==> config.mk <==
export PLATFORM = sky130hd
export DESIGN_NAME = json_string_unescape_unit
export DESIGN_NICKNAME = d
export VERILOG_FILES = /design/src/hdl/jsu_pkg.sv /design/src/hdl/jsu_decode.sv /design/src/hdl/jsu_serial.sv /design/src/hdl/json_string_unescape_unit.sv
export SDC_FILE = /design/constraint.sdc
export NUM_CORES = 1
export LEC_CHECK = 0
export ABC_AREA = 0
export BUFFER_PORTS_ARGS = -buffer_cell sky130_fd_sc_hd__buf_2
export CAP_MARGIN = 20
export CORE_UTILIZATION = 40
export DETAILED_ROUTE_END_ITERATION = 12
export SLEW_MARGIN = 40
export SYNTH_ARGS = -nofsm -noshare
export SYNTH_HDL_FRONTEND = slang
export SYNTH_HIERARCHICAL = 1
export SYNTH_SLANG_ARGS = --single-unit
==> constraint.sdc <==
create_clock -name clk -period 8.1 [get_ports clk]
set_clock_uncertainty 0.05 [all_clocks]
set_input_delay 0.81 -clock clk [delete_from_list [all_inputs] [get_ports clk]]
set_output_delay 0.81 -clock clk [all_outputs]
set_load 0.01 [all_outputs]
==> src/hdl/jsu_pkg.sv <==
// ----------------------------------------------------------------------------
// jsu_pkg
// Types, codes and byte-level helpers shared by the JSON string unescaper.
// ----------------------------------------------------------------------------
package jsu_pkg;

  typedef enum logic [3:0] {
    PH_IDLE = 4'd0,
    PH_STR  = 4'd1,
    PH_ESC  = 4'd2,
    PH_HI0  = 4'd3,
    PH_HI1  = 4'd4,
    PH_HI2  = 4'd5,
    PH_HI3  = 4'd6,
    PH_SBS  = 4'd7,
    PH_SU   = 4'd8,
    PH_LO0  = 4'd9,
    PH_LO1  = 4'd10,
    PH_LO2  = 4'd11,
    PH_LO3  = 4'd12
  } phase_t;

  localparam logic [1:0] KIND_BYTE   = 2'd0;
  localparam logic [1:0] KIND_CLOSED = 2'd1;
  localparam logic [1:0] KIND_ERROR  = 2'd2;

  localparam logic [2:0] ERR_NONE      = 3'd0;
  localparam logic [2:0] ERR_NO_QUOTE  = 3'd1;
  localparam logic [2:0] ERR_CONTROL   = 3'd2;
  localparam logic [2:0] ERR_ESCAPE    = 3'd3;
  localparam logic [2:0] ERR_HEX       = 3'd4;
  localparam logic [2:0] ERR_SURROGATE = 3'd5;
  localparam logic [2:0] ERR_UTF8      = 3'd6;
  localparam logic [2:0] ERR_END       = 3'd7;

  localparam logic [1:0] LIM_NONE = 2'd0;
  localparam logic [1:0] LIM_MIN  = 2'd1;
  localparam logic [1:0] LIM_MAX  = 2'd2;

  localparam logic [7:0] CHR_QUOTE  = 8'h22;
  localparam logic [7:0] CHR_BSLASH = 8'h5C;
  localparam logic [7:0] CHR_U      = 8'h75;
  localparam logic [7:0] CTRL_LIMIT = 8'h20;

  localparam logic [15:0] HI_SUR_MIN = 16'hD800;
  localparam logic [15:0] HI_SUR_MAX = 16'hDBFF;
  localparam logic [15:0] LO_SUR_MIN = 16'hDC00;
  localparam logic [15:0] LO_SUR_MAX = 16'hDFFF;
  localparam logic [10:0] SUPP_PLANE = 11'd64;

  typedef struct packed {
    logic [1:0] pending;
    logic [1:0] limit;
    logic       bad;
  } utf_t;

  typedef struct packed {
    logic [3:0][7:0] bytes;
    logic [1:0]      last_idx;
  } enc_t;

  typedef struct packed {
    logic [3:0][7:0] bytes;
    logic [1:0]      last_idx;
    logic [1:0]      kind;
    logic [2:0]      code;
  } grp_t;

  function automatic logic [4:0] hex_value(logic [7:0] c);
    logic [7:0] t;
    t = 8'd0;
    if (c inside {[8'h30:8'h39]}) begin
      t = c - 8'h30;
      return {1'b0, t[3:0]};
    end else if (c inside {[8'h61:8'h66]}) begin
      t = c - 8'h57;
      return {1'b0, t[3:0]};
    end else if (c inside {[8'h41:8'h46]}) begin
      t = c - 8'h37;
      return {1'b0, t[3:0]};
    end
    return 5'h10;
  endfunction

  function automatic logic [8:0] short_escape(logic [7:0] c);
    case (c)
      8'h22:   return {1'b1, 8'h22};
      8'h5C:   return {1'b1, 8'h5C};
      8'h2F:   return {1'b1, 8'h2F};
      8'h62:   return {1'b1, 8'h08};
      8'h66:   return {1'b1, 8'h0C};
      8'h6E:   return {1'b1, 8'h0A};
      8'h72:   return {1'b1, 8'h0D};
      8'h74:   return {1'b1, 8'h09};
      default: return 9'd0;
    endcase
  endfunction

  function automatic enc_t utf8_encode(logic [20:0] cp);
    enc_t e;
    e = '0;
    if (cp <= 21'h7F) begin
      e.bytes[0] = cp[7:0];
      e.last_idx = 2'd0;
    end else if (cp <= 21'h7FF) begin
      e.bytes[0] = {3'b110, cp[10:6]};
      e.bytes[1] = {2'b10, cp[5:0]};
      e.last_idx = 2'd1;
    end else if (cp <= 21'hFFFF) begin
      e.bytes[0] = {4'b1110, cp[15:12]};
      e.bytes[1] = {2'b10, cp[11:6]};
      e.bytes[2] = {2'b10, cp[5:0]};
      e.last_idx = 2'd2;
    end else begin
      e.bytes[0] = {5'b11110, cp[20:18]};
      e.bytes[1] = {2'b10, cp[17:12]};
      e.bytes[2] = {2'b10, cp[11:6]};
      e.bytes[3] = {2'b10, cp[5:0]};
      e.last_idx = 2'd3;
    end
    return e;
  endfunction

  function automatic utf_t utf8_step(utf_t s, logic [7:0] b);
    utf_t       r;
    logic [7:0] bound;
    logic       ok;
    r = s;
    bound = (s.pending == 2'd2) ? 8'hA0 : 8'h90;
    ok = (b[7:6] == 2'b10);
    if (s.pending == 2'd0) begin
      if (b <= 8'h7F) begin
        r = s;
      end else if (b inside {[8'hC2:8'hDF]}) begin
        r.pending = 2'd1;
        r.limit   = LIM_NONE;
      end else if (b inside {[8'hE0:8'hEF]}) begin
        r.pending = 2'd2;
        r.limit   = (b == 8'hE0) ? LIM_MIN : (b == 8'hED) ? LIM_MAX : LIM_NONE;
      end else if (b inside {[8'hF0:8'hF4]}) begin
        r.pending = 2'd3;
        r.limit   = (b == 8'hF0) ? LIM_MIN : (b == 8'hF4) ? LIM_MAX : LIM_NONE;
      end else begin
        r.bad = 1'b1;
      end
    end else begin
      if (s.limit == LIM_MIN && b < bound) ok = 1'b0;
      if (s.limit == LIM_MAX && b >= bound) ok = 1'b0;
      if (!ok) begin
        r.bad     = 1'b1;
        r.pending = 2'd0;
      end else begin
        r.pending = s.pending - 2'd1;
      end
      r.limit = LIM_NONE;
    end
    return r;
  endfunction

endpackage

==> src/hdl/jsu_decode.sv <==
// ----------------------------------------------------------------------------
// jsu_decode
// Decoder state and single-pass decode of one registered input byte into a
// group of up to four results, with the UTF-8 validator.
// ----------------------------------------------------------------------------
module jsu_decode (
  input  logic                clk,
  input  logic                rst,
  input  logic [7:0]          in_byte,
  input  logic                line_end,
  input  logic                advance,
  output logic                has_result,
  output jsu_pkg::grp_t       grp
);

  jsu_pkg::phase_t phase, phase_next;
  logic [15:0]     acc, acc_next;
  logic [9:0]      hs, hs_next;
  jsu_pkg::utf_t   utf, utf_next;

  logic [4:0]      dig;
  logic [15:0]     acc_shift;
  logic [8:0]      esc;
  logic            err;
  logic [2:0]      err_code;
  logic            closed;
  logic            has_bytes;
  jsu_pkg::enc_t   enc;

  assign dig       = jsu_pkg::hex_value(in_byte);
  assign acc_shift = {acc[11:0], dig[3:0]};
  assign esc       = jsu_pkg::short_escape(in_byte);

  always_comb begin
    phase_next = phase;
    acc_next   = acc;
    hs_next    = hs;
    utf_next   = utf;
    err        = 1'b0;
    err_code   = jsu_pkg::ERR_NONE;
    closed     = 1'b0;
    has_bytes  = 1'b0;
    enc        = '0;
    case (phase)
      jsu_pkg::PH_STR: begin
        if (in_byte == jsu_pkg::CHR_QUOTE) begin
          if (utf.bad || utf.pending != 2'd0) begin
            err      = 1'b1;
            err_code = jsu_pkg::ERR_UTF8;
          end else begin
            closed = 1'b1;
          end
        end else if (in_byte < jsu_pkg::CTRL_LIMIT) begin
          err      = 1'b1;
          err_code = jsu_pkg::ERR_CONTROL;
        end else if (in_byte == jsu_pkg::CHR_BSLASH) begin
          if (line_end) begin
            err      = 1'b1;
            err_code = jsu_pkg::ERR_ESCAPE;
          end else begin
            phase_next = jsu_pkg::PH_ESC;
          end
        end else begin
          has_bytes      = 1'b1;
          enc.bytes[0]   = in_byte;
        end
      end
      jsu_pkg::PH_ESC: begin
        if (in_byte == jsu_pkg::CHR_U) begin
          if (line_end) begin
            err      = 1'b1;
            err_code = jsu_pkg::ERR_HEX;
          end else begin
            acc_next   = 16'd0;
            phase_next = jsu_pkg::PH_HI0;
          end
        end else if (esc[8]) begin
          has_bytes    = 1'b1;
          enc.bytes[0] = esc[7:0];
          phase_next   = jsu_pkg::PH_STR;
        end else begin
          err      = 1'b1;
          err_code = jsu_pkg::ERR_ESCAPE;
        end
      end
      jsu_pkg::PH_HI0, jsu_pkg::PH_HI1, jsu_pkg::PH_HI2,
      jsu_pkg::PH_LO0, jsu_pkg::PH_LO1, jsu_pkg::PH_LO2: begin
        if (dig[4] || line_end) begin
          err      = 1'b1;
          err_code = jsu_pkg::ERR_HEX;
        end else begin
          acc_next   = acc_shift;
          phase_next = jsu_pkg::phase_t'(phase + 4'd1);
        end
      end
      jsu_pkg::PH_HI3: begin
        if (dig[4]) begin
          err      = 1'b1;
          err_code = jsu_pkg::ERR_HEX;
        end else begin
          acc_next = acc_shift;
          if (acc_shift >= jsu_pkg::HI_SUR_MIN && acc_shift <= jsu_pkg::HI_SUR_MAX) begin
            if (line_end) begin
              err      = 1'b1;
              err_code = jsu_pkg::ERR_SURROGATE;
            end else begin
              hs_next    = acc_shift[9:0];
              phase_next = jsu_pkg::PH_SBS;
            end
          end else if (acc_shift >= jsu_pkg::LO_SUR_MIN
                       && acc_shift <= jsu_pkg::LO_SUR_MAX) begin
            err      = 1'b1;
            err_code = jsu_pkg::ERR_SURROGATE;
          end else begin
            has_bytes  = 1'b1;
            enc        = jsu_pkg::utf8_encode({5'd0, acc_shift});
            phase_next = jsu_pkg::PH_STR;
          end
        end
      end
      jsu_pkg::PH_LO3: begin
        if (dig[4]) begin
          err      = 1'b1;
          err_code = jsu_pkg::ERR_HEX;
        end else begin
          acc_next = acc_shift;
          if (acc_shift < jsu_pkg::LO_SUR_MIN || acc_shift > jsu_pkg::LO_SUR_MAX) begin
            err      = 1'b1;
            err_code = jsu_pkg::ERR_SURROGATE;
          end else begin
            has_bytes  = 1'b1;
            enc        = jsu_pkg::utf8_encode({({1'b0, hs} + jsu_pkg::SUPP_PLANE),
                                               acc_shift[9:0]});
            phase_next = jsu_pkg::PH_STR;
          end
        end
      end
      jsu_pkg::PH_SBS: begin
        if (in_byte != jsu_pkg::CHR_BSLASH || line_end) begin
          err      = 1'b1;
          err_code = jsu_pkg::ERR_SURROGATE;
        end else begin
          phase_next = jsu_pkg::PH_SU;
        end
      end
      jsu_pkg::PH_SU: begin
        if (in_byte != jsu_pkg::CHR_U) begin
          err      = 1'b1;
          err_code = jsu_pkg::ERR_SURROGATE;
        end else if (line_end) begin
          err      = 1'b1;
          err_code = jsu_pkg::ERR_HEX;
        end else begin
          acc_next   = 16'd0;
          phase_next = jsu_pkg::PH_LO0;
        end
      end
      default: begin
        if (in_byte != jsu_pkg::CHR_QUOTE) begin
          err      = 1'b1;
          err_code = jsu_pkg::ERR_NO_QUOTE;
        end else if (line_end) begin
          err      = 1'b1;
          err_code = jsu_pkg::ERR_END;
        end else begin
          acc_next   = 16'd0;
          hs_next    = 10'd0;
          utf_next   = '0;
          phase_next = jsu_pkg::PH_STR;
        end
      end
    endcase

    // drop decoded bytes on a premature line end
    if (has_bytes && line_end) begin
      has_bytes = 1'b0;
      err       = 1'b1;
      err_code  = jsu_pkg::ERR_END;
    end

    if (err || closed) begin
      phase_next = jsu_pkg::PH_IDLE;
      acc_next   = 16'd0;
      hs_next    = 10'd0;
      utf_next   = '0;
    end else if (has_bytes) begin
      for (int i = 0; i < 4; i++) begin
        if (2'(i) <= enc.last_idx) begin
          utf_next = jsu_pkg::utf8_step(utf_next, enc.bytes[i]);
        end
      end
    end
  end

  always_comb begin
    has_result = err || closed || has_bytes;
    grp        = '0;
    if (err) begin
      grp.kind = jsu_pkg::KIND_ERROR;
      grp.code = err_code;
    end else if (closed) begin
      grp.kind = jsu_pkg::KIND_CLOSED;
    end else begin
      grp.kind     = jsu_pkg::KIND_BYTE;
      grp.bytes    = enc.bytes;
      grp.last_idx = enc.last_idx;
    end
  end

  always_ff @(posedge clk) begin
    if (rst) begin
      phase <= jsu_pkg::PH_IDLE;
      acc   <= 16'd0;
      hs    <= 10'd0;
      utf   <= '0;
    end else if (advance) begin
      phase <= phase_next;
      acc   <= acc_next;
      hs    <= hs_next;
      utf   <= utf_next;
    end
  end

  a_err_to_idle: assert property (@(posedge clk) disable iff (rst)
    advance && has_result && grp.kind == jsu_pkg::KIND_ERROR |=> phase == jsu_pkg::PH_IDLE)
    else $error("decoder not idle after error");
  a_idle_clean: assert property (@(posedge clk) disable iff (rst)
    phase == jsu_pkg::PH_IDLE |-> utf.pending == 2'd0 && !utf.bad)
    else $error("validator state left over while idle");
  a_byte_no_code: assert property (@(posedge clk) disable iff (rst)
    has_result && grp.kind != jsu_pkg::KIND_BYTE |-> grp.last_idx == 2'd0)
    else $error("status result spans several beats");

endmodule

==> src/hdl/jsu_serial.sv <==
// ----------------------------------------------------------------------------
// jsu_serial
// Result register holding one decoded group; sends its results one beat at
// a time and frees itself on the last beat.
// ----------------------------------------------------------------------------
module jsu_serial (
  input  logic          clk,
  input  logic          rst,
  input  logic          load,
  input  jsu_pkg::grp_t grp_in,
  output logic          free,
  output logic          out_valid,
  input  logic          out_ready,
  output logic [7:0]    out_byte,
  output logic [1:0]    kind,
  output logic [2:0]    error_code,
  output logic          last
);

  jsu_pkg::grp_t grp;
  logic [1:0]    idx;
  logic          valid;
  logic          fire;

  assign out_valid  = valid;
  assign out_byte   = grp.bytes[idx];
  assign kind       = grp.kind;
  assign error_code = grp.code;
  assign last       = (idx == grp.last_idx);
  assign fire       = valid && out_ready;
  assign free       = !valid || (fire && last);

  always_ff @(posedge clk) begin
    if (rst) begin
      valid <= 1'b0;
      idx   <= 2'd0;
    end else if (load) begin
      valid <= 1'b1;
      idx   <= 2'd0;
    end else if (fire) begin
      if (last) begin
        valid <= 1'b0;
        idx   <= 2'd0;
      end else begin
        idx <= idx + 2'd1;
      end
    end
  end

  always_ff @(posedge clk) begin
    if (load) begin
      grp <= grp_in;
    end
  end

  a_load_free: assert property (@(posedge clk) disable iff (rst)
    load |-> free)
    else $error("group loaded over pending results");
  a_idx_range: assert property (@(posedge clk) disable iff (rst)
    valid |-> idx <= grp.last_idx)
    else $error("beat index past end of group");
  a_code_kind: assert property (@(posedge clk) disable iff (rst)
    valid && kind != jsu_pkg::KIND_ERROR |-> error_code == jsu_pkg::ERR_NONE)
    else $error("error code on non-error result");

endmodule

==> src/hdl/json_string_unescape_unit.sv <==
// ----------------------------------------------------------------------------
// json_string_unescape_unit
// Decodes a JSON string literal one raw byte per beat into UTF-8 bytes,
// a close marker or an error code.
// ----------------------------------------------------------------------------
// Path: an accepted byte is held in the input register, decoded
// combinationally and loaded into the result register, which presents it.
// Throughput: one input byte per cycle while each byte yields at most one
// result and out_ready holds high; a byte that yields several results (escape
// up to 4 bytes) holds the input side until the single result register drains.
// Reset: synchronous; clears the decoder state and the input and result valid
// flags, and leaves the block waiting for an opening quote.
module json_string_unescape_unit (
  input  logic       clk,
  input  logic       rst,
  input  logic       in_valid,
  output logic       in_ready,
  input  logic [7:0] in_byte,
  input  logic       line_end,
  output logic       out_valid,
  input  logic       out_ready,
  output logic [7:0] out_byte,
  output logic [1:0] kind,
  output logic [2:0] error_code,
  output logic       last
);

  logic          s1_valid;
  logic [7:0]    s1_byte;
  logic          s1_end;
  logic          advance;
  logic          ser_free;
  logic          has_result;
  jsu_pkg::grp_t grp;

  assign advance  = s1_valid && ser_free;
  assign in_ready = !s1_valid || advance;

  always_ff @(posedge clk) begin
    if (rst) begin
      s1_valid <= 1'b0;
    end else if (in_valid && in_ready) begin
      s1_valid <= 1'b1;
    end else if (advance) begin
      s1_valid <= 1'b0;
    end
  end

  always_ff @(posedge clk) begin
    if (in_valid && in_ready) begin
      s1_byte <= in_byte;
      s1_end  <= line_end;
    end
  end

  jsu_decode u_decode (
    .clk        (clk),
    .rst        (rst),
    .in_byte    (s1_byte),
    .line_end   (s1_end),
    .advance    (advance),
    .has_result (has_result),
    .grp        (grp)
  );

  jsu_serial u_serial (
    .clk        (clk),
    .rst        (rst),
    .load       (advance && has_result),
    .grp_in     (grp),
    .free       (ser_free),
    .out_valid  (out_valid),
    .out_ready  (out_ready),
    .out_byte   (out_byte),
    .kind       (kind),
    .error_code (error_code),
    .last       (last)
  );

endmodule

## After elaboration in Yosys (flattened, before gate mapping)

Index checks and enable logic that the tools add are counted.
W data, S select, Z words.

- Flip-flop bits (word level): 87
- Latch bits: 0
- RAM bits: 0
- ROM bits: 0
- Bits of input ports: 13
- Memories kept: 0

- $add $sub $neg: 10
- Multipliers: 0
- Div/mod/pow operators: 0
- Magnitude comparators: 59
- Equal/unequal tests: 82
- Shifts and indexed selects: 0
- Mux-type cells: 229
- Bitwise operators: 0
- Reduce and logical (&&, ||, !) cells: 60

Operators by type and width:

| kind | count |
|---|---|
| $mux W34 | 5 |
| $mux W16 | 9 |
| $mux W5 | 27 |
| $eq A8 B8 Y1 const B | 16 |
| $mux W4 | 32 |
| $ge A8 B8 Y1 const B | 12 |
| $le A8 B8 Y1 const B | 12 |
| $mux W1 | 80 |
| $mux W10 | 8 |
| $pmux W16 S5 | 1 |
| $mux W24 | 3 |
| $pmux W9 S8 | 1 |
| $mux W8 | 8 |
| $eq A8 B7 Y1 const B | 7 |
| $mux W3 | 18 |
| $le A8 B7 Y1 const B | 6 |
| $pmux W24 S2 | 1 |
| $mux W2 | 23 |
| $ge A16 B16 Y1 const B | 2 |
| $ge A8 B8 Y1 | 4 |
| $le A16 B16 Y1 const B | 2 |
| $lt A8 B8 Y1 | 4 |
| $pmux W8 S4 | 1 |
| $logic_and A1 B1 Y1 | 31 |
| other kinds (61) | 127 |

## Depth between registers and ports, before layout

Gate-level depths: netlist (run 1).

- Word-level depth: 71
- Mapped depth: 51
- Gate-level depth less buffers: 49

## Cells and area by module

Netlist (run 1), hierarchy kept.

By module, submodules not included:

| module | instances | cells an instance | area each (sq um) | seq. area each (sq um) |
|---|---|---|---|---|
| jsu_decode | 1 | 776 | 5057.4 | 620.6 |
| jsu_serial | 1 | 74 | 1582.8 | 1231.2 |
| json_string_unescape_unit | 1 | 16 | 340.3 | 290.3 |

## Least setup slack after synthesis (run 1)

OpenSTA, ideal clock, no wires.

- Kind: register to register
- Start: reg s1_byte[1]
- End: reg u_decode/utf[0] (netlist bit)
- Setup time: 0.115 ns
- Data arrival time: 8.466 ns
- Slack: -0.531 ns
- Stages on the path, launching flop included: 48
- Period minus slack after synthesis: 8.631 ns
- Cell sequence: edfxtp_1 clkbuf_1 inv_1 ha_1 o21bai_1 nor3_1 or3_1 nand4bb_4 mux2i_1 nand3_1 nand3_2 inv_2 ha_1 inv_1 a21oi_1 nor3b_1 or4_1 a21oi_1 [... 12 more ...] ha_1 inv_1 ha_1 a21oi_1 nor2_1 a31oi_1 nor2_1 a211o_1 a21o_1 ha_1 inv_1 ha_1 a21oi_1 o31ai_1 and4b_1 o31ai_1 a21oi_1 o21a_1

- Longest elaborated chain between the ends: 71
- Elaborated cells on any way between the ends: 289

Ends and longest elaborated chain:

| item | line | RTL |
|---|---|---|
| from (decl) | json_string_unescape_unit.sv:29 | `logic [7:0] s1_byte;` |
| from (signal assigned) | json_string_unescape_unit.sv:51 | `s1_byte <= in_byte;` |
| $ge A8 B7 Y1 or $le A8 B7 Y1 (tied branches) | jsu_pkg.sv:78 | `end else if (c inside {[8'h41:8'h46]}) begin` |
| $logic_and A1 B1 Y1 | jsu_pkg.sv:78 |  |
| $mux W1 | jsu_pkg.sv:78 |  |
| $mux W1 | jsu_pkg.sv:75 | `end else if (c inside {[8'h61:8'h66]}) begin` |
| $mux W1 | jsu_pkg.sv:72 | `if (c inside {[8'h30:8'h39]}) begin` |
| $mux W5 | jsu_pkg.sv:82 | `return 5'h10;` |
| $le A21 B16 Y1 or $le A16 B11 Y1 (tied branches) | jsu_pkg.sv:109, jsu_pkg.sv:105 |  |
| $mux W24 or $mux W16 (tied branches) | jsu_pkg.sv:109, jsu_pkg.sv:105 |  |
| [... 55 more ...] | n/a |  |
| $mux W1 | jsu_decode.sv:188 | `if (2'(i) <= enc.last_idx) begin` |
| $mux W1 | jsu_decode.sv:186 | `end else if (has_bytes) begin` |
| $mux W1 | jsu_decode.sv:181 | `if (err \|\| closed) begin` |
| $mux W1 | jsu_pkg.sv:149 | `if (!ok) begin` |
| $mux W5 | jsu_pkg.sv:131 | `if (s.pending == 2'd0) begin` |
| $mux W5 | jsu_decode.sv:188 |  |
| $mux W5 | jsu_decode.sv:186 |  |
| $mux W5 (*) | jsu_decode.sv:181 |  |
| to (signal assigned) | jsu_decode.sv:220 | `utf <= utf_next;` |
| to (decl) | jsu_decode.sv:19 | `jsu_pkg::utf_t utf, utf_next;` |

Mark *: on every way between the ends. The rest lies on a longest branch, timed or not. The select of a mux whose other input is x is not followed.
A chain may end at the register's enable or synchronous reset.

## Worst setup path after layout (run 1)

- Start: reg s1_byte[3]
- End: reg u_decode/utf[0] (netlist bit)

Same word-level chain as after synthesis.

==> results.json, run 1 <==
{
  "run_status": "finished, violations left",
  "failed_checks": "setup timing",
  "clkSlewWorstSetupHoldPaths_ns": 0.08,
  "worst-setup-path-type": "register to register",
  "yosys_warnings": 6,
  "rsz_0062_raised_after_global_routing": "yes",
  "initial_utilization_pct": 41.5,
  "timing.fmax_mhz": 119,
  "max-cap-violations": 0,
  "power.leakage_nw": 3.39,
  "worst_ep_arrival_time_ns": 8.60,
  "final_report_setup_violation_count": 4,
  "diodes": 0,
  "layout_worst_path_cycle_share_pct": 104,
  "min-delay-path-class": "register to register",
  "chip_width_um": 134,
  "path_common_cell": "ha_4",
  "cts.hold.buffers_added": 0,
  "hold_viol": 0,
  "synth-async-reset-ratio_pct": 0,
  "initialDrtViolationCount": 703,
  "area_of_the_die_mm2": 0.0180,
  "startpoint_type": "register",
  "hpwlAfterDp_um": 18100,
  "clock_latency_ns": 0.37,
  "place_ws_ns": -0.459,
  "unique_cell_type_count_in_the_yosys_netlist": 95,
  "most_instantiated_cells_after_synthesis": "a21oi_1 (92), nand2_1 (89), nor2_1 (87)",
  "pwr_density_cell_mw_per_mm2": 106,
  "yosys.area.top_type": "edfxtp_1",
  "finalHoldWorstSlack_ns": 0.435,
  "layout.nets": 1046,
  "ant_nets": 0,
  "cts_max_path_buffers": 2,
  "worst_ep_required_time_ns": 8.30,
  "synth.yosys.seq_area_share_pct": 30.7,
  "syn_avg_cell_area_um2": 8.06,
  "cts-buffers-inserted": 9,
  "critical_path.endpoint_type": "register",
  "max_slew_headroom_pct": 45.3,
  "core.rowCount": 47,
  "postSynthCellCount": 866,
  "timing.critical_path.slowest_stage_cell": "or3b_4",
  "post-synth-top-count-cell": "a21oi_1",
  "antenna_found_initial": 0,
  "route.final.wire_length_um": 23900,
  "globalRouteOverflowTotal": 0,
  "first_global_vias": 7047,
  "tritoncts": "yes",
  "global_route_wire_length_before_repair_um": 38200,
  "cts.sink_count": 83,
  "grt_max_degree": 44,
  "area_growth_pct": 29.1,
  "critical_path_peak_fanout": 5,
  "ff2ff_setup_slack_ns": -0.30,
  "routed_wire_length_per_instance_um": 19.4,
  "design_power_total_uw": 959,
  "worst_slew_pin_slew_ns": 0.820,
  "cts_max_level": 3,
  "synthTopCellsByArea": "edfxtp_1 (21%), dfxtp_1 (10%), a21oi_1 (6.6%), ha_1 (4.8%), nand2_1 (4.8%)",
  "num_vias": 7423,
  "dr.pass1.iters": 5,
  "synth_top_cell_area_share_pct": 20.6,
  "portBuffers": 28,
  "die_h_um": 134,
  "cts_root_buf": "clkbuf_16",
  "critical_path.max_stage_delay_ns": 0.42,
  "grtUsageTotal_pct": 27.3,
  "postLayoutSetupSlackWorst_ns": -0.296,
  "synth_edf_count": 48,
  "ys.flop_type": "edfxtp_1",
  "weighted_congestion_reported_at_the_end_of_routability_driven_placement": 0.959,
  "syn-cell-area_mm2": 0.00698,
  "detail_route.vias_per_cell": 6.03,
  "drive_gt1_share_pct": 30.5,
  "num-fill-cells": 1604,
  "postSynthRegisterBits": 83,
  "report.final.slew_viol_count": 0,
  "floorplan.io_pins": 29,
  "vdd.ir_drop.worst_mv": 0.0982,
  "drt_drc_violations_left": 0,
  "design.core.area_mm2": 0.0168,
  "period_needed_ns": 8.40
}
## final cells by class
class / instances / area (µm²) / share of cell area (%)
multi-input combinational: 695 / 4860 / 53.9
sequential: 83 / 2140 / 23.8
timing repair buffer: 184 / 1320 / 14.7
tap: 220 / 275 / 3.05
clock buffer: 9 / 225 / 2.50
inverter: 33 / 131 / 1.46
clock inverter: 7 / 58.8 / 0.652
## cells by family (layout without fill, tap and decap cells)
| group | count (synthesis) | after routing | synth area share (%) |
|---|---|---|---|
| buffers and inverters | 90 | 233 | 5.68 |
| AO/OA/AOI/OAI | 263 | 263 | 25.6 |
| flip-flops | 83 | 83 | 30.7 |
| XOR/XNOR | 8 | 8 | 1.00 |
| adder cells (fa/ha/maj) | 27 | 27 | 4.84 |
| AND/OR/NAND/NOR | 374 | 374 | 27.7 |
| multiplexers | 20 | 20 | 4.48 |
| other | 1 | 3 | 0.0537 |
## sequential cells by signal, summed over array words and instances, names as in the netlist
signal / flops
u_decode/phase: 4
u_serial/idx: 2
u_decode/hs: 10
s1_valid: 1
u_serial/out_valid: 1
u_decode/acc: 12
u_decode/utf: 5
u_serial/kind: 2
s1_byte: 8
u_serial/grp: 34
u_serial/error_code: 3
s1_end: 1
## critical path: cells and delay by family, from the launching register on
kind	cells	cell delay, ns
buf+inv	6	0.56
fa+ha+maj	6	1.21
flops	1	0.39
compound gates	18	3.83
simple gates	9	1.63
mux	2	0.62
## layout by cell type, fill, tap and decap left out, drive strengths merged, types with 6 or more instances in the layout
master / netlist / routed
a31oi: 11 / 11
a311oi: 6 / 6
a211oi: 10 / 10
a2111oi: 6 / 6
nor4: 10 / 10
a21oi: 93 / 93
nand2: 89 / 89
clkbuf: 37 / 9
ha: 27 / 27
nor3: 28 / 28
nor2b: 10 / 10
and2: 8 / 8
o21a: 10 / 10
a21o: 8 / 8
or2: 10 / 10
mux4: 8 / 8
nor2: 87 / 87
o22ai: 8 / 8
and3: 13 / 13
inv: 33 / 37
nand2b: 24 / 24
a221oi: 7 / 7
nand4: 7 / 7
mux2i: 8 / 8
dfxtp: 35 / 35
o21ai: 40 / 40
nor3b: 7 / 7
edfxtp: 48 / 48
a22oi: 9 / 9
nand3: 45 / 45
buf: 20 / 184
or3: 10 / 10
## per-layer routing
| layer | wire (µm) | GRT usage, % |
|---|---|---|
| met1 | 10600 | 36.9 |
| met2 | 11200 | 44.1 |
| met3 | 1500 | 4.04 |
| met4 | 621 | 10.3 |
| met5 | 0 | 0 |
## per-stage QoR
step	cells	area (µm²)	setup TNS, ns	utilization [%]
finish	1231	9010	-0.769	53.6
global route	1231	9010	-2.35	53.6
CTS	1222	8810	-0.641	52.4
detailed placement	1195	8220	-1.54	48.9
global placement	1195	8210	-0.784	48.8
floorplan	868	7040	-0.0324	-
## path summary, 6_finish.rpt
check | start | endpoint | cells past startpoint
worst max register to register | s1_byte[3] | u_decode/utf[0] | 41
worst min-delay path | u_decode/utf[2] | u_decode/utf[2] | 2
worst min register to register | u_decode/utf[2] | u_decode/utf[2] | 2
worst max-delay path | s1_byte[3] | u_decode/utf[0] | 41
## power breakdown
group	total (mW)	internal, mW	leakage, nW	switching (mW)
registers	0.462	0.456	0.754	0.00617
clock network	0.405	0.213	0.139	0.192
logic	0.0925	0.0377	2.50	0.0548
## what timing repair did
action,4_1_cts,5_1_grt
pin swaps,34,45
setup buffers,11,10
setup endpoints to repair,5,5
resized for setup,45,31
No activity file was read; power rests on OpenSTA's default activity.
==> inputs of run 2 (changes only) <==
--- a/config.mk
+++ b/config.mk
@@ -8,6 +8,7 @@
 export ABC_AREA = 0
 export BUFFER_PORTS_ARGS = -buffer_cell sky130_fd_sc_hd__buf_2
 export CAP_MARGIN = 20
+export CORE_MARGIN = 2
 export CORE_UTILIZATION = 40
 export DETAILED_ROUTE_END_ITERATION = 12
 export SLEW_MARGIN = 40
==> constraint.sdc (replaced) <==
create_clock -name clk -period 9.9 [get_ports clk]
set_clock_uncertainty 0.05 [all_clocks]
set_input_delay 0.99 -clock clk [delete_from_list [all_inputs] [get_ports clk]]
set_output_delay 0.99 -clock clk [all_outputs]
set_load 0.01 [all_outputs]
==> results.json, run 2 (synthesis results as in run 1) <==
{
  "grt_max_degree": 44,
  "route.final.wire_length_um": 21800,
  "dr.pass1.iters": 7,
  "place_ws_ns": 0.351,
  "initial_utilization_pct": 40.6,
  "cts.sink_count": 83,
  "worst_ep_arrival_time_ns": 9.52,
  "largest_reg_flops": 34,
  "period_needed_ns": 9.31,
  "area_growth_pct": 10.8,
  "worst_ep_required_time_ns": 10.10,
  "worst-setup-path-type": "register to register",
  "chip_width_um": 136,
  "design_power_total_uw": 798,
  "area_of_the_die_mm2": 0.0185,
  "pwr-share-clk_pct": 44.4,
  "finalCoreUtilization_pct": 45.0,
  "finalHoldWorstSlack_ns": 0.438,
  "die_h_um": 136,
  "switching_share_pct": 25.4,
  "layout.cells.most_common": "a21oi_1",
  "ant_nets": 0,
  "comb_power_share_pct": 7.9,
  "design.core.area_mm2": 0.0172,
  "layout_common_cells": "a21oi_1 (91), nand2_1 (89), nor2_1 (86)",
  "final-instance-count-excl-fill": 1103,
  "worst_min_delay_path_startpoint": "u_decode/utf[1]",
  "diodes": 0,
  "worstHoldEndpoint": "u_decode/utf[1]",
  "critical_path_peak_fanout": 11,
  "hpwlAfterDp_um": 15800,
  "clkSlewWorstSetupHoldPaths_ns": 0.07,
  "largest-register": "u_serial/grp",
  "report.final.slew_viol_count": 0,
  "worst_slew_pin_slew_ns": 0.743,
  "run_status": "completed",
  "critical_path.max_stage_delay_ns": 0.61,
  "portBuffers": 28,
  "path_common_cell": "ha_1",
  "weighted_congestion_reported_at_the_end_of_routability_driven_placement": 0.968,
  "totalNegativeSetupSlack_ns": 0,
  "cts_max_level": 3,
  "tritoncts": "yes",
  "vdd.ir_drop.worst_mv": 0.114,
  "layout_worst_path_cycle_share_pct": 94.1,
  "num_vias": 6960,
  "net-switching-power_uw": 203,
  "timing.fmax_mhz": 107,
  "global_route_wire_length_before_repair_um": 34000,
  "first_global_vias": 6239,
  "largest_registers": "u_serial/grp (34), u_decode/acc (12), u_decode/hs (10)",
  "intPower_uw": 596,
  "cts_max_path_buffers": 2,
  "postLayoutSetupSlackWorst_ns": 0.586,
  "pwr_density_cell_mw_per_mm2": 103,
  "cts_root_buf": "clkbuf_16",
  "ff2ff_setup_slack_ns": 0.59,
  "startpoint_type": "register",
  "critical_path.endpoint_type": "register",
  "globalRouteOverflowTotal": 0,
  "final_report_setup_violation_count": 0,
  "drive_gt1_share_pct": 14.1,
  "worstReg2RegStart": "s1_byte[6]",
  "cts-buffers-inserted": 9,
  "antenna_found_initial": 0,
  "power.leakage_nw": 2.71,
  "hold_viol": 0,
  "floorplan.io_pins": 29,
  "routed_wire_length_per_instance_um": 19.7,
  "whs_path_depth": 2,
  "timing.critical_path.slowest_stage_cell": "edfxtp_1",
  "clock_latency_ns": 0.36,
  "detail_route.vias_per_cell": 6.31,
  "placed_area_mm2": 0.00724,
  "grtUsageTotal_pct": 23.4,
  "layout.nets": 913,
  "placed_cells": 1077,
  "crit-reg2reg-capture": "u_decode/utf[0]",
  "origin_of_the_worst_setup_path": "s1_byte[6]",
  "initialDrtViolationCount": 893,
  "max-cap-violations": 0,
  "max_slew_headroom_pct": 49.2,
  "rr_worst_depth": 44,
  "layout.cell_area.non_filler_mm2": 0.00773,
  "drt_drc_violations_left": 0,
  "core.rowCount": 48,
  "min-delay-path-class": "register to register",
  "share_seq_of_total_power_pct": 47.7
}
## run 2: cell count changes in the layout (fill, tap and decap cells not counted), sizes merged
cell      change
a211oi        +1
buf         -134
bufinv        +1
clkinv        -1
clkinvlp      +1
inv           -1
## run 2: what timing repair did
item | 4_1_cts | 5_1_grt
hold buffers | 0 | 0
hold endpoints to repair | 0 | 0
buffers inserted | 0 | 9
resized for setup | 0 | 16
setup endpoints to repair | 0 | 5
## run 2: critical path, delay by kind of cell (launching register included)
family / cells / cell delay, ns
buffers and inverters: 6 / 0.39
flip-flops: 1 / 0.61
AND/OR/NAND/NOR: 11 / 2.11
AO/OA/AOI/OAI: 18 / 3.79
adder cells (fa/ha/maj): 7 / 1.55
multiplexers: 2 / 0.70
## run 2: area by class of cell
| class | count | area [µm²] |
|---|---|---|
| inverters | 33 | 124 |
| clock buffers | 9 | 225 |
| well taps | 225 | 282 |
| clock inverters | 7 | 85.1 |
| multi-input cells | 696 | 4570 |
| repair buffers | 50 | 305 |
| flip-flops and latches | 83 | 2140 |
| fillers | 1732 | 9440 |
## run 2: worst max-delay path by stage
stage	endpoint	slack, ns	cells after the start
after floorplan	u_decode/utf[0]	1.27	47
after global placement	u_decode/utf[0]	0.61	44
after detailed placement	u_decode/utf[0]	0.35	47
after CTS	u_decode/utf[0]	0.31	47
after global routing	u_decode/utf[4]	-0.03	45
final	u_decode/utf[0]	0.59	44
## run 2: power groups by stage
stage | logic [mW] | registers (mW) | clock network [mW]
6_report | 0.0628 | 0.381 | 0.354
5_1_grt | 0.0684 | 0.382 | 0.374
4_1_cts | 0.0561 | 0.381 | 0.362
3_5_place_dp | 0.0559 | 0.389 | 0
3_3_place_gp | 0.0559 | 0.389 | 0
2_1_floorplan | 0.0429 | 0.383 | 0
## run 2: layer usage
layer  routed length [µm]  track usage (%)
met2                 9670             35.6
met5                    0                0
met3                 1970             5.48
met4                  635             8.80
met1                 9480             32.3
